**src/rtl/core/lec_pkg.sv**
```systemverilog
// Shared types and constants for the 3x3 local extrema classifier.
// Luminance weights, rounding offset, class codes and the stage-enable bundle.
// No dependencies.
`default_nettype none

package lec_pkg;

    localparam int unsigned NB_COUNT = 8;
    localparam int unsigned PIX_W    = 32;

    // 0.16 luminance weights, summing to exactly 65536
    localparam logic [15:0] LUMA_WR = 16'd13933;
    localparam logic [15:0] LUMA_WG = 16'd46871;
    localparam logic [15:0] LUMA_WB = 16'd4732;

    // half of the 255*65536 denominator, for round-half-up
    localparam logic [31:0] INT_HALF = 32'd8355840;

    typedef enum logic [1:0] {
        CLS_NEITHER = 2'd0,
        CLS_MIN     = 2'd1,
        CLS_MAX     = 2'd2
    } t_class;

    // load enables for the register stages
    typedef struct packed {
        logic en_sum;
        logic en_prod;
        logic en_int;
        logic en_rank;
    } t_stage_en;

endpackage

`default_nettype wire

```
**src/rtl/core/lec_luma.sv**
```systemverilog
// One intensity lane: weighted RGB sum, alpha product, divide by 255*65536.
// Three register stages driven by the stage enables; depends on lec_pkg.
`default_nettype none

module lec_luma (
    input  wire logic              i_clk,
    input  wire lec_pkg::t_stage_en i_en,
    input  wire logic [31:0]       i_pixel,
    output logic [7:0]             o_intensity
);
    import lec_pkg::*;

    logic [7:0]  w_r, w_g, w_b;
    logic [23:0] n_sum;
    logic [31:0] w_num;
    logic [15:0] w_div;

    logic [23:0] r_sum;
    logic [7:0]  r_alpha;
    logic [15:0] r_quo;
    logic [7:0]  r_int;

    assign w_r = i_pixel[7:0];
    assign w_g = i_pixel[15:8];
    assign w_b = i_pixel[23:16];

    // sum is at most 255*65536, so 24 bits are exact
    assign n_sum = {16'b0, w_r} * {8'b0, LUMA_WR}
                 + {16'b0, w_g} * {8'b0, LUMA_WG}
                 + {16'b0, w_b} * {8'b0, LUMA_WB};

    assign w_num = {24'b0, r_alpha} * {8'b0, r_sum} + INT_HALF;

    // r_quo stays below 65280, where (q + q/256 + 1)/256 equals q/255
    assign w_div = r_quo + {8'b0, r_quo[15:8]} + 16'd1;

    always_ff @(posedge i_clk) begin
        if (i_en.en_sum) begin
            r_sum   <= n_sum;
            r_alpha <= i_pixel[31:24];
        end
        if (i_en.en_prod) begin
            r_quo <= w_num[31:16];
        end
        if (i_en.en_int) begin
            r_int <= w_div[15:8];
        end
    end

    assign o_intensity = r_int;

endmodule

`default_nettype wire

```
**config.mk**
```make
export PLATFORM = sky130hd
export DESIGN_NAME = lec_luma
export DESIGN_NICKNAME = d
export VERILOG_FILES = /design/src/rtl/core/lec_pkg.sv /design/src/rtl/core/lec_luma.sv
export SDC_FILE = /design/constraint.sdc
export NUM_CORES = 1
export LEC_CHECK = 0
export BUFFER_PORTS_ARGS = -buffer_cell sky130_fd_sc_hd__buf_2
export CAP_MARGIN = 5
export CORE_MARGIN = 2
export CORE_UTILIZATION = 60
export CTS_CLUSTER_DIAMETER = 60
export DETAILED_ROUTE_END_ITERATION = 7
export PLACE_DENSITY = 0.77
export REMOVE_ABC_BUFFERS = 1
export SLEW_MARGIN = 30
export SYNTH_ARGS = -nofsm -noshare
export SYNTH_HDL_FRONTEND = slang
export SYNTH_SLANG_ARGS = --single-unit
```
**constraint.sdc**
```tcl
create_clock -name i_clk -period 26.5 [get_ports i_clk]
set_input_delay 7.95 -clock i_clk [delete_from_list [all_inputs] [get_ports i_clk]]
set_output_delay 7.95 -clock i_clk [all_outputs]
set_load 0.1 [all_outputs]
```
==> run summary <==
The first-pass GRT wire length came out at 47900 um. Along the worst hold path, the cell count comes to 1. The number of cells on the worst reg-to-reg path is 16. At the worst endpoint, the arrival time is approximately 16 ns. The total count of hold-check failures in the final report came out at 0. The setup TNS came out at 0 ns.

In this run, CTS created clock tree buffers numbering 5. The vias after detailed routing came out at around 9500. The cell count after synthesis came out at 1441. In the routed layout, each cell is associated on average with a via count of approximately 5.3. Of the available clock period, the critical path in the final layout requires 0.586. In the final layout, the share of cells above drive strength 1 is 0.0462. The largest net degree at the start of global routing is 33.

The relative slew slack is 0.425. The cell area after synthesis came out at 14300 um^2. Leaving out fill and tap cells, the most frequent cells in the layout are inv_1 (380), fa_1 (268), ha_1 (220). The count of final max-slew check failures came out at 0. The routed design has 27200 um of wire.

For this configuration, the core starts out at a cell density of 0.610. The number of antenna violations at the first check in global routing is 0. The clock period minus worst slack is between 15 and 20 ns. Compared with the post-synthesis result, the final layout area differs by 4.88%. Of all cell types, the one taking the most synthesized area is fa_1.

The later-pin clock latency in the skew report came out at around 0.30 ns. The die area is 25000 um^2. STA puts the critical path data required time at 26.54 ns. The kind of path behind the tightest hold check is reg -> reg. The number of gates resized after CTS was 0.

The per-cell routed wire length came out at 15.2 um. The setup-violating endpoint count in the final report came out at 0. The post-detailed-route DRC marker count is 0. The number of global-route vias before repair came out at 10385.

The total global-route track usage is 0.241. The tree built by TritonCTS fans out to 56 sinks. Once detail routing completed, the nets flagged for antenna violations numbered 0. The area share of the leading cell type in the synthesized netlist is 0.376.

TritonCTS built the clock tree. The number of standard cells in the layout, taps in and fillers out came out at about 1800. On the final layout, the worst clock skew is 0.00608 ns. The buffer levels on the longest clock path is 2. The post-CTS clock slew at the launch and capture registers of the worst setup and hold paths is 0.08 ns. In the synthesized netlist the dominant register cell turns out to be edfxtp_1. The number of enable-type register cells in the synthesized netlist is between 50 and 60. The share of the Yosys chip area taken by registers is 0.118.

Of all nets on the critical path, the largest fanout is 5. The type of the worst setup path is in -> reg. The number of maximum-capacitance violations is 0.

The detailed router finished its first iteration with 455 violations. The proportion of register bits with asynchronous set or reset after synthesis is 0. The worst setup path is launched from an input port. The height of the chip came out at 158 um. The count of cell types in the netlist is 58. The die outline width came out at 158 um. The number of setup buffers added after CTS is 0.

The post-cts hold buffer count came out at 0. The maximum operating frequency came out at about 64 MHz. The maximum single-stage delay on the critical path came out at around 0.55 ns. The total core area came out at 23400 um^2. The first TritonRoute pass finished after 5 iterations. The maximum level of the CTS H-tree came out at 2. The flow ran to the end, and the final reports show no timing, DRC or antenna violations. Ranked by total cell area, the synthesized netlist is headed by fa_1 (38%), ha_1 (19%), edfxtp_1 (12%), inv_1 (10%), and2_1 (4.3%). The synthesized design contains 56 register bits. Summed over all layers, the global routing overflow is 0. The post-synthesis average cell area is a little under 10 um^2. Setup repair after global routing left no endpoint under its margin. The slowest library cell on the worst path is fa_1.

The post-placement cell count came out at 1784. The HPWL reported at the end of detailed placement came out at 24100 um. In the final design database the tool counted 1997 nets. The Yosys warning count came out at 0. The transition time of the tightest slew-check pin came out at 0.863 ns.

The tree is rooted in a clkbuf_16. The weighted congestion at the end of routability-driven global placement came out at slightly above 0.9. The row count is between 50 and 60. The count of port buffers added during placement is 43.

The number of top-level design ports came out at 45. The kind of capture point of the worst setup path is a flop. The diode insertion count for antenna repair came out at 0. The most repeated library cell on the critical path is fa_1. Leaving out fill and tap cells, the most frequent cell in the layout is inv_1.

The least setup slack across all paths after layout is about 11 ns. The post-place setup slack is about 11 ns.
-- flip-flops by register name, indices dropped and copies added (netlist names) --
register and cells:
o_intensity 8, r_quo 16, r_sum 24, r_alpha 8
-- final cells by class --
class	instances	area (um^2)
multi-input combinational	986	11100
inverter	380	1430
tap	319	399
clock inverter	3	27.5
fill	1940	8440
timing repair buffer	43	215
clock buffer	5	125
sequential	56	1680
-- cells by family (layout without fill, tap and decap cells) --
family                     after synthesis  after routing  synth area share
buffers and inverters                  399            431             0.105
AOI/OAI and AO/OA                      147            147            0.0699
and+or+nand+nor                        300            300             0.107
adders and majority gates              488            488             0.569
DFF                                     56             56             0.118
xor gates and xnor gates                51             51            0.0313
-- layer usage --
metal | global-route usage | part of all wire | up-vias
li1 | - | - | 4538
met1 | 0.307 | 0.43 | 4754
met2 | 0.439 | 0.51 | 195
met3 | 0.0197 | 0.030 | 52
met4 | 0.0746 | 0.031 | 0
met5 | 0 | 0 | -
-- Yosys cell counts, drive strengths merged (2+ instances only) --
cell type    n
nor4         2
a311oi       4
nand2b       6
o21a         6
o31ai        3
or4          3
and3         3
o211ai       3
a21boi       2
a221oi       2
nor3b        2
xor2        16
o21ai       30
nor2        26
nand3       11
xnor2       35
fa         268
nand2      115
or3          3
inv        380
a31oi        6
or2          3
nor2b        7
o31a         3
and2        98
and4         2
a21o        17
a211oi       8
nand4        6
o21bai       5
clkbuf      19
nor3         9
ha         220
a21oi       47
edfxtp      56
-- stage by stage --
stage / hold WS, ns / instance area, um^2 / util
global placement: 0.596 / 14800 / 0.633
CTS: 0.634 / 15000 / 0.639
detailed placement: 0.616 / 14800 / 0.633
finish: 0.644 / 15000 / 0.639
global route: 0.670 / 15000 / 0.639
floorplan: 0.554 / 14200 / -
-- worst paths after layout --
| check | from | to | slack [ns] |
|---|---|---|---|
| setup reg to reg | r_alpha[2] | r_quo[10] | 21.08 |
| hold reg to reg | r_quo[15] | o_intensity[7] | 0.64 |
| hold / removal | r_quo[15] | o_intensity[7] | 0.64 |
| setup / recovery | i_pixel[18] | r_sum[23] | 10.96 |
-- critical path: cells and delay by family --
family,cells,cell delay [ns]
AO/OA/AOI/OAI,8,1.36
XOR/XNOR,2,0.38
adder cells (fa/ha/maj),10,4.57
buffers and inverters,6,0.48
AND/OR/NAND/NOR,3,0.85
Power is not shown: default switching activity piles up to over one toggle a cycle in this logic, so the estimate is an artifact.
