### src/rtl/core/lec_pkg.sv
// Shared types and constants for the 3x3 local extrema classifier.
// Luminance weights, rounding offset, class codes and the stage-enable bundle.
// No dependencies.
`default_nettype none

package lec_pkg;

    localparam int unsigned NB_COUNT = 8;
    localparam int unsigned PIX_W    = 32;

    // 0.16 luminance weights, summing to exactly 65536
    localparam logic [15:0] LUMA_WR = 16'd13933;
    localparam logic [15:0] LUMA_WG = 16'd46871;
    localparam logic [15:0] LUMA_WB = 16'd4732;

    // half of the 255*65536 denominator, for round-half-up
    localparam logic [31:0] INT_HALF = 32'd8355840;

    typedef enum logic [1:0] {
        CLS_NEITHER = 2'd0,
        CLS_MIN     = 2'd1,
        CLS_MAX     = 2'd2
    } t_class;

    // load enables for the register stages
    typedef struct packed {
        logic en_sum;
        logic en_prod;
        logic en_int;
        logic en_rank;
    } t_stage_en;

endpackage

`default_nettype wire

### src/rtl/core/lec_rank.sv
// Compares eight neighbor intensities against the center, counts and classifies.
// Output register stage of the pipeline; depends on lec_pkg.
`default_nettype none

module lec_rank (
    input  wire logic               i_clk,
    input  wire lec_pkg::t_stage_en i_en,
    input  wire logic [7:0]         i_center,
    input  wire logic [7:0]         i_nb [lec_pkg::NB_COUNT],
    output lec_pkg::t_class         o_class,
    output logic [7:0]              o_center,
    output logic [3:0]              o_ge,
    output logic [3:0]              o_le
);
    import lec_pkg::*;

    logic [3:0] n_ge, n_le;
    t_class     n_class;

    t_class     r_class;
    logic [7:0] r_center;
    logic [3:0] r_ge, r_le;

    always_comb begin
        n_ge = 4'd0;
        n_le = 4'd0;
        for (int k = 0; k < NB_COUNT; k++) begin
            n_ge = n_ge + {3'b0, (i_nb[k] >= i_center)};
            n_le = n_le + {3'b0, (i_nb[k] <= i_center)};
        end
        // minimum wins over maximum; equal counts, flat or not, give neither
        n_class = CLS_NEITHER;
        if (n_ge != n_le) begin
            if (n_ge == 4'(NB_COUNT)) begin
                n_class = CLS_MIN;
            end else if (n_le == 4'(NB_COUNT)) begin
                n_class = CLS_MAX;
            end
        end
    end

    always_ff @(posedge i_clk) begin
        if (i_en.en_rank) begin
            r_class  <= n_class;
            r_center <= i_center;
            r_ge     <= n_ge;
            r_le     <= n_le;
        end
    end

    assign o_class  = r_class;
    assign o_center = r_center;
    assign o_ge     = r_ge;
    assign o_le     = r_le;

endmodule

`default_nettype wire

### config.mk
export PLATFORM = sky130hd
export DESIGN_NAME = lec_rank
export DESIGN_NICKNAME = d
export VERILOG_FILES = /design/src/rtl/core/lec_pkg.sv /design/src/rtl/core/lec_rank.sv
export SDC_FILE = /design/constraint.sdc
export NUM_CORES = 1
export LEC_CHECK = 0
export BUFFER_PORTS_ARGS = -buffer_cell sky130_fd_sc_hd__buf_4
export CAP_MARGIN = 20
export CORE_ASPECT_RATIO = 0.5
export CORE_MARGIN = 1
export CORE_UTILIZATION = 49
export DETAILED_ROUTE_END_ITERATION = 10
export PLACE_DENSITY_LB_ADDON = 0.05
export SLEW_MARGIN = 0
export SYNTH_ARGS = -nofsm -noshare
export SYNTH_HDL_FRONTEND = slang
export SYNTH_SLANG_ARGS = --single-unit
### constraint.sdc
create_clock -name i_clk -period 5.1 [get_ports i_clk]
set_input_delay 0.255 -clock i_clk [delete_from_list [all_inputs] [get_ports i_clk]]
set_output_delay 0.255 -clock i_clk [all_outputs]
set_load 0.05 [all_outputs]
==> impl_results.md, run 1 <==
- Max Freq: 229 MHz
- Most common library cell in the layout ignoring fill and taps: buf_4
- Post-DP Area: 0.00319 sq mm
- Final std cells w/o fill: 409
- Cell Rows: 17
- Synth Register Bits: 18
- Vias in the first global route: 2,206
- Wire length per cell: 13.9 microns
- Highest-count cells in the layout ignoring fill and taps: buf_4 (93), ha_1 (70), inv_1 (29)
- Leakage Power: 1.66 nW
- Postcts setup bufs: 0
- Die Y: 51.6 microns
- Initial DRC count: 53
- Worst Setup SP: i_center[1]
- CTS buffer count: 3
- Post-DP HPWL: 5100 microns
- Clk slew on worst S/H paths: 0.06 ns
- Worst-Margin Slew: 0.353 ns
- P per Cell Area: 298 mW/mm^2
- RSZ-0062 raised after global routing: no
- Asr flop ratio synth: 0
- Via density: 5.43
- Finished Cell Area: 0.00324 sq mm
- Yosys warning count: 0
- Seq/Total Area, Yosys: 0.224
- Hold Crit Start: i_center[6]
- Critical path required time: 5.21 ns
- Crit. End Element: register
- Fin. Hold Viols: 0
- Setup TNS: 0 ns
- Number of port buffers: 91
- Share of cells above drive strength 1: 0.286
- Startpoint types: primary input
- # DRC: 0
- Synth Instances: 246
- Area growth syn-to-layout: 34.3%
- Post-layout min period: 4.36 ns
- Overall routed net length: 5690 microns
- Total track usage: 0.231
- Worst path arrival time: 4.47 ns
- DP Cell Count: 405
- Final setup violation count: 0
- Nets: 499
- Clock sink count: 18
- Root buf cell: clkbuf_8
- Worst min path class: primary input to register
- Placeable Area: 0.00455 sq mm
- Largest net degree at the start of global routing: 19
- CTS tree: built
- Pre-CTS setup slack: 0.471 ns
- Main synth FF type: edfxtp_1
- Setup WS post-layout: 0.737 ns
- Max_slew headroom: 0.764
- Antenna Cells: 0
- Max-Cap Viols: 0
- # IOs: 95
- Multi-input gate area: 0.00176 sq mm
- H-tree depth: 1
- Initial antenna violation count: 0
- DR pass1 iterations: 4
- Mapped cell area: 0.00241 sq mm
- CTS resizes: 0
- Setup CP Type: primary input to register
- Hold depth: 1
- GPL Wtd Cong: 0.760
- DIE AREA: 0.00522 sq mm
- Final Slew Violations: 0
- Post-synth EDFFs: 18
- Congestion Overflow GR: 0
- First-pass GRT wire length: 9220 microns
- Post-synthesis net count: 401
- Die width: 101 microns
- Avg Cell Area, Syn: 9.80 sq um
- Initial core utilization: 0.529
- Maximum fanout along the worst path: 4
- Antenna-violating nets left: 0
- Peak supply drop: 0.269 mV
- Hold_buf cts: 0
- Final Cycle Share: 0.856
- Library cells used by synthesis: 24
- Via count: 2,219
- Reg area: 541 sq um
- Worst Hold End: o_center[6]$_DFFE_PP_
- Clock buffer depth: 2
- PnR Total Power: 0.964 mW
- Outcome: finished, final reports clean
- Fill count: 384
-- worst max-delay path, cell delays in order --
cell	delay, ns
buf_4	0.11
inv_1	0.18
ha_1	0.28
nor2b_1	0.13
o211ai_1	0.26
a21oi_1	0.11
o22ai_1	0.18
fa_1	0.43
inv_1	0.09
fa_1	0.46
fa_1	0.47
inv_1	0.07
ha_1	0.16
inv_1	0.06
fa_1	0.51
inv_1	0.05
or4b_1	0.52
a31oi_1	0.14
-- cells in the mapped netlist (4+ instances only) --
library cell	instances	area, sq um
ha_1	70	876
o211ai_1	4	30.0
o21ai_0	8	40.0
edfxtp_1	18	541
nor2b_1	9	56.3
inv_1	29	109
nand4_1	16	100
a21o_1	4	30.0
a31oi_1	5	31.3
o22ai_1	4	25.0
o211a_1	4	40.0
a211oi_1	4	30.0
nor3b_1	4	30.0
o21bai_1	4	30.0
nor2_1	12	45.0
fa_1	8	160
a21oi_1	26	130
xnor2_1	4	35.0
nand2_1	8	30.0
-- sequential cells by signal, indices dropped and copies added, names as in the netlist --
register  cells
o_center      8
o_ge          4
o_le          4
o_class       2
-- report_power, final --
| group | internal, mW | switching (mW) | total, mW | leakage, nW |
|---|---|---|---|---|
| Sequential | 0.219 | 0.00922 | 0.228 | 0.175 |
| Clock | 0.0535 | 0.0456 | 0.0991 | 0.0231 |
| Combinational | 0.258 | 0.379 | 0.637 | 1.46 |
| Total | 0.531 | 0.434 | 0.964 | 1.66 |
-- layer usage --
layer / global-route usage / up-vias / share of wire / wire length, microns
met1: 0.277 / 1033 / 0.44 / 2480
met5: 0 / - / 0 / 0
met4: 0.0773 / 0 / 0.012 / 68
met2: 0.443 / 57 / 0.51 / 2910
li1: - / 1123 / - / -
met3: 0.0188 / 6 / 0.041 / 231
-- logic make-up (layout without fill, tap and decap cells) --
logic type | Yosys count | after routing | share of synthesized area
adders and majority gates | 78 | 78 | 0.430
AOI/OAI and AO/OA | 64 | 64 | 0.165
and+or+nand+nor | 53 | 53 | 0.121
buffers and inverters | 29 | 126 | 0.0452
DFF | 18 | 18 | 0.224
xor gates and xnor gates | 4 | 4 | 0.0145
-- area by class of cell --
cell class	instances	share of cell area
Multi-Input combinational cell	199	0.544
Timing Repair Buffer	93	0.216
Sequential cell	18	0.167
Inverter	29	0.0336
Tap cell	66	0.0255
Clock buffer	3	0.0128
Clock inverter	1	0.00116
-- metrics by stage --
| step | hold slack (ns) | utilization |
|---|---|---|
| 2_1_floorplan | 0.354 | - |
| 3_3_place_gp | 0.444 | 0.701 |
| 5_1_grt | 0.181 | 0.711 |
| 3_5_place_dp | 0.445 | 0.701 |
| 4_1_cts | 0.181 | 0.711 |
| 6_report | 0.183 | 0.711 |
-- worst max path at each step --
stage                                          end  slack [ns]  depth (start not counted)
after CTS                 o_class[1]$_SDFFCE_PP0P_        0.73                         18
after floorplan           o_class[1]$_SDFFCE_PP0P_        0.88                         17
after global routing      o_class[1]$_SDFFCE_PP0P_        0.51                         18
final                     o_class[1]$_SDFFCE_PP0P_        0.74                         18
after global placement    o_class[1]$_SDFFCE_PP0P_        0.57                         18
after detailed placement  o_class[1]$_SDFFCE_PP0P_        0.47                         18
No activity file was read; power rests on OpenSTA's default activity.
==> inputs of run 2 (changes only) <==
--- a/config.mk
+++ b/config.mk
@@ -5,6 +5,7 @@
 export SDC_FILE = /design/constraint.sdc
 export NUM_CORES = 1
 export LEC_CHECK = 0
+export ABC_AREA = 1
 export BUFFER_PORTS_ARGS = -buffer_cell sky130_fd_sc_hd__buf_4
 export CAP_MARGIN = 20
 export CORE_ASPECT_RATIO = 0.5
==> run 2 against run 1 <==
First-iteration DRC count fell by 42%; synthesized cell count rose by 32%; clock power fell by 3.8%; critical path type unchanged.
==> impl_results.md, run 2 <==
- Clock sink count: 18 (unchanged)
- Worst path arrival time: 4.23 ns (-0.24 ns)
- Mapped cell area: 0.00259 sq mm (+7.3%)
- H-tree depth: 1 (unchanged)
- Core Util, Final: 0.680 (-0.0312)
- Top cell type's share of synthesized area: 0.339 (-0.0248)
- Maximum fanout along the worst path: 8 (+4)
- Post-synthesis net count: 480 (+20%)
- Via count: 2,407 (+8.5%)
- Most common library cell in the layout ignoring fill and taps: buf_4
- Crit-path max cell delay: 0.54 ns (+0.02 ns)
- Main synth FF type: edfxtp_1
- # IOs: 95 (unchanged)
- Root buf cell: clkbuf_8
- Overall routed net length: 5920 microns (+4.1%)
- Post-DP HPWL: 5300 microns (+3.9%)
- Antenna Cells: 0 (unchanged)
- DR pass1 iterations: 4 (unchanged)
- Cell Rows: 18 (+1)
- Area growth syn-to-layout: 31.4%
- Largest net degree at the start of global routing: 19 (unchanged)
- CTS buffer count: 3 (unchanged)
- Final setup violation count: 0 (unchanged)
- Fill count: 457 (+19%)
- RSZ-0062 raised after global routing: no
- Congestion Overflow GR: 0 (unchanged)
- Peak supply drop: 0.280 mV (+3.9%)
- List of most frequent post-synthesis cells: nand2_1 (87), ha_1 (70), inv_1 (61)
- Hold_buf cts: 0 (unchanged)
- Synth Instances: 325 (+32%)
- Final Cycle Share: 0.829 (-0.0269)
- Initial core utilization: 0.517 (-0.0121)
- Seq/Total Area, Yosys: 0.209 (-0.0153)
- DIE AREA: 0.00559 sq mm (+7.1%)
- Setup CP Type: primary input to register
- Max Freq: 237 MHz (+3.2%)
- Clk slew on worst S/H paths: 0.07 ns (about the same)
- Max reg flops: 8 (unchanged)
- Cell with the most instances after synthesis: nand2_1
- Initial antenna violation count: 0 (unchanged)
- Initial DRC count: 31 (-42%)
- Total track usage: 0.211 (-0.0198)
- CP dominant cell by count: nand2_1
- Antenna-violating nets left: 0 (unchanged)
- Post-layout min period: 4.23 ns (-0.137 ns)
- Startpoint types: primary input
- Max_slew headroom: 0.735 (-0.0293)
- Yosys warning count: 0 (unchanged)
- Crit. End Element: register
- Die Y: 53.4 microns (+3.5%)
- Leakage Power: 1.97 nW (+19%)
- Via density: 4.92 (-9.3%)
- Yosys top cell by area: ha_1
- Synth Register Bits: 18 (unchanged)
- Setup TNS: 0 ns (unchanged)
- Outcome: finished, final reports clean
- Clock buffer depth: 2 (unchanged)
- Final Slew Violations: 0 (unchanged)
- Worst min path class: primary input to register
- Vias in the first global route: 2,237 (+1.4%)
- Worst-Margin Slew: 0.397 ns (+0.0439 ns)
- Fin. Hold Viols: 0 (unchanged)
- Critical path required time: 5.11 ns (-0.10 ns)
- Dominant cells by area after synthesis: ha_1 (34%), edfxtp_1 (21%), nand2_1 (13%), inv_1 (8.9%), fa_1 (6.2%)
- Max-Cap Viols: 0 (unchanged)
- First-pass GRT wire length: 9220 microns (unchanged)
- Wire length per cell: 12.1 microns (-13%)
- Post-synth EDFFs: 18 (unchanged)
- PnR Total Power: 1.06 mW (+9.8%)
- Nets: 576 (+15%)
- Postcts setup bufs: 0 (unchanged)
- Avg Cell Area, Syn: 7.96 sq um (-19%)
- Delay-heaviest family, CP: adder cells
- GPL Wtd Cong: 0.809 (+6.5%)
- Share of cells above drive strength 1: 0.236 (-0.0494)
- Placeable Area: 0.00500 sq mm (+9.8%)
- WP buf/inv: 7 (+1)
- CTS tree: built
- Die width: 105 microns (+3.5%)
- CTS resizes: 0 (unchanged)
- # DRC: 0 (unchanged)
- Highest-count cells in the layout ignoring fill and taps: buf_4 (91), nand2_1 (87), ha_1 (70)
- Library cells used by synthesis: 17 (-29%)
- P per Cell Area: 312 mW/mm^2 (+4.6%)
- Asr flop ratio synth: 0 (unchanged)
- Slowest CP cell: fa_1
- Number of port buffers: 91 (unchanged)
[run 2: layout make-up]
type                       instances  area [sq um]  area share
clock buffer                       3          41.3      0.0122
inverter                          62           233      0.0685
multi-input combinational        245          1810       0.534
sequential                        18           541       0.159
tap                               70          87.6      0.0258
timing repair buffer              91           683       0.201
[run 2: kinds of logic (layout without fill, tap and decap cells)]
family	after synthesis	count (layout)	share of synthesized area
AO/OA/AOI/OAI	42	42	0.100
adder cells (fa/ha/maj)	78	78	0.401
buffers and inverters	62	156	0.0900
flip-flops	18	18	0.209
AND/OR/NAND/NOR	125	125	0.200
[run 2: routing by layer]
metal	up-vias	wire, microns	GRT usage
met5	-	0	0
met2	44	3110	0.438
met1	1093	2610	0.243
met3	4	157	0.0111
li1	1266	-	-
met4	0	36	0.0563
[run 2: path summary, 6_finish.rpt]
| check | start | slack [ns] | end | cells past startpoint |
|---|---|---|---|---|
| max | i_center[1] | 0.87 | o_class[0]$_SDFFCE_PN0P_ | 25 |
| min | i_center[2] | 0.19 | o_center[2]$_DFFE_PP_ | 1 |
[run 2: power breakdown]
group / switching (mW) / total, mW / internal [mW]
Clock: 0.0430 / 0.0953 / 0.0523
Sequential: 0.00845 / 0.226 / 0.217
Combinational: 0.461 / 0.738 / 0.277
Total: 0.513 / 1.06 / 0.546
[run 2: through the flow]
stage	instance area [sq um]	instances	worst slack, ns	hold slack [ns]
after global placement	3360	486	0.683	0.442
after CTS	3400	489	0.825	0.189
final	3400	489	0.874	0.191
after floorplan	2590	325	1.09	0.354
after global routing	3400	489	0.512	0.192
after detailed placement	3360	486	0.553	0.444
==> inputs of run 3 (changes only) <==
--- a/config.mk
+++ b/config.mk
@@ -10,7 +10,7 @@
 export CAP_MARGIN = 20
 export CORE_ASPECT_RATIO = 0.5
 export CORE_MARGIN = 1
-export CORE_UTILIZATION = 49
+export CORE_UTILIZATION = 46
 export DETAILED_ROUTE_END_ITERATION = 10
 export PLACE_DENSITY_LB_ADDON = 0.05
 export SLEW_MARGIN = 0
==> constraint.sdc (replaced) <==
create_clock -name i_clk -period 3.5 [get_ports i_clk]
set_input_delay 0.175 -clock i_clk [delete_from_list [all_inputs] [get_ports i_clk]]
set_output_delay 0.175 -clock i_clk [all_outputs]
set_load 0.05 [all_outputs]
==> run 3 against run 2 <==
The flow now finishes with violations (negative setup slack); core utilization rose by 5.1 points; flip-flop and latch count did not move; setup slack got worse by 1.5 ns; global-route usage rose by 1.4 points; count of clock-buffer cells in the layout did not move; critical endpoint unchanged; first-iteration DRC count rose by 55%; critical path depth did not move; die area rose by 6.3%.
==> impl_results.md, run 3 (synthesis gave the netlist of run 2 again) <==
- Outcome: finished with violations
- Failing checks: negative setup slack
- Die Y: 55.0 microns (+3.1%)
- Critical path required time: 3.51 ns (-1.60 ns)
- Placeable Area: 0.00516 sq mm (+3.2%)
- Worst hold slack: 0.104 ns (-0.0876 ns)
- Pre-CTS setup slack: -0.867 ns (-1.42 ns)
- Leakage Power: 2.13 nW (+7.9%)
- Max reg flops: 8 (unchanged)
- Maximum fanout along the worst path: 5 (-3)
- Share of cells above drive strength 1: 0.356 (+0.119)
- # IOs: 95 (unchanged)
- Post-layout min period: 4.14 ns
- Hold_buf cts: 0 (unchanged)
- Antenna-violating nets left: 0 (unchanged)
- DIE AREA: 0.00594 sq mm (+6.3%)
- Clock buffer depth: 2 (unchanged)
- Wire length per cell: 12.5 microns (+3.2%)
- DR pass1 iterations: 4 (unchanged)
- Clk slew on worst S/H paths: 0.06 ns (about the same)
- Crit. End Element: register
- First-pass GRT wire length: 10,300 microns (+12%)
- Nets: 607 (+5.4%)
- Max Freq: 241 MHz
- Worst path arrival time: 4.15 ns (-0.08 ns)
- PnR Total Power: 1.95 mW (+84%)
- H-tree depth: 1 (unchanged)
- Number of port buffers: 91 (unchanged)
- Highest-count cells in the layout ignoring fill and taps: buf_4 (116), nand2_1 (78), ha_1 (65)
- Setup TNS: -2.27 ns (-2.27 ns)
- Fill count: 405 (-11%)
- Congestion Overflow GR: 0 (unchanged)
- Max_slew headroom: 0.840 (+0.105)
- Via count: 2,541 (+5.6%)
- Initial core utilization: 0.501 (-0.0158)
- Final setup violation count: 7 (+7)
- RSZ-0062 raised after global routing: yes
- Initial DRC count: 48 (+55%)
- Fin. Hold Viols: 0 (unchanged)
- Die width: 108 microns (+3.2%)
- Root buf cell: clkbuf_8
- Vias in the first global route: 2,369 (+5.9%)
- Cell Rows: 18 (unchanged)
- Finished Cell Area: 0.00377 sq mm (+11%)
- Largest net degree at the start of global routing: 19 (unchanged)
- Setup WS post-layout: -0.645 ns (-1.52 ns)
- Clock sink count: 18 (unchanged)
- Most common library cell in the layout ignoring fill and taps: buf_4
- Final Slew Violations: 0 (unchanged)
- CTS tree: built
- Worst-Margin Slew: 0.239 ns (-0.158 ns)
- Area growth syn-to-layout: 45.7%
- Max-Cap Viols: 0 (unchanged)
- Via density: 4.89 (-0.73%)
- # DRC: 0 (unchanged)
- Worst min path class: primary input to register
- GPL Wtd Cong: 0.795 (-1.7%)
- Total track usage: 0.225 (+0.0140)
- Startpoint types: primary input
- Setup CP Type: primary input to register
- Peak supply drop: 0.521 mV (+87%)
- P per Cell Area: 516 mW/mm^2 (+66%)
- Initial antenna violation count: 0 (unchanged)
- Antenna Cells: 0 (unchanged)
- CTS buffer count: 3 (unchanged)
- Final Cycle Share: 1.18
- Post-DP HPWL: 5630 microns (+6.2%)
- Post-DP Area: 0.00354 sq mm (+5.6%)
- Overall routed net length: 6500 microns (+9.7%)
## run 3: changes by cell type in the layout (fill, tap and decap cells not counted), moves of 4 or more
| cell | change |
|---|---|
| buf_4 | +25 |
| buf_6 | +5 |
| ha_1 | -5 |
| ha_4 | +4 |
| inv_1 | -9 |
| inv_2 | +8 |
| nand2_1 | -9 |
| nand2_2 | +8 |
## run 3: critical path: stages
cell and delay (ns):
buf_8 0.08, clkinvlp_4 0.21, ha_4 0.35, inv_2 0.03, o21bai_1 0.12, nand2_1 0.07, nand2_1 0.07, nand2_1 0.06
nand2_2 0.10, nand2_2 0.06, fa_1 0.51, inv_2 0.04, fa_1 0.52, fa_2 0.45, inv_2 0.08, ha_4 0.13
inv_2 0.04, fa_2 0.59, inv_2 0.05, nand2_1 0.06, nand2_2 0.06, nor2_4 0.07, nand3_2 0.06, nor2_1 0.11
nor2_1 0.05
## run 3: layer usage
| metal | vias up | track usage | share of wire |
|---|---|---|---|
| met1 | 1162 | 0.280 | 0.46 |
| met5 | - | 0 | 0 |
| met3 | 6 | 0.0117 | 0.026 |
| met4 | 0 | 0.0434 | 0.0085 |
| li1 | 1328 | - | - |
| met2 | 45 | 0.447 | 0.50 |
## run 3: layout make-up
type                       count  area (sq um)  area share
multi-input combinational    245          1920       0.510
clock buffer                   3          41.3      0.0110
sequential                    18           541       0.143
timing repair buffer         122           942       0.250
tap                           70          87.6      0.0232
inverter                      62           236      0.0627
## run 3: metrics by stage
| stage | instances | utilization |
|---|---|---|
| floorplan | 325 | - |
| global placement | 511 | 0.687 |
| detailed placement | 511 | 0.687 |
| CTS | 514 | 0.698 |
| global route | 520 | 0.731 |
| finish | 520 | 0.731 |
## run 3: final timing paths
kind,startpoint,end,depth (start not counted)
setup / recovery,i_center[1],o_class[0]$_SDFFCE_PN0P_,25
hold / removal,i_center[1],o_center[1]$_DFFE_PP_,1
## run 3: what timing repair did
item | 4_1_cts | 5_1_grt
setup buffers | 0 | 6
setup endpoints to repair | 6 | 8
resized for setup | 1 | 39
pin swaps | 1 | 18
## run 3: power breakdown
part | switching (mW) | internal, mW
Combinational | 0.801 | 0.675
Clock | 0.0637 | 0.0764
Sequential | 0.0125 | 0.317
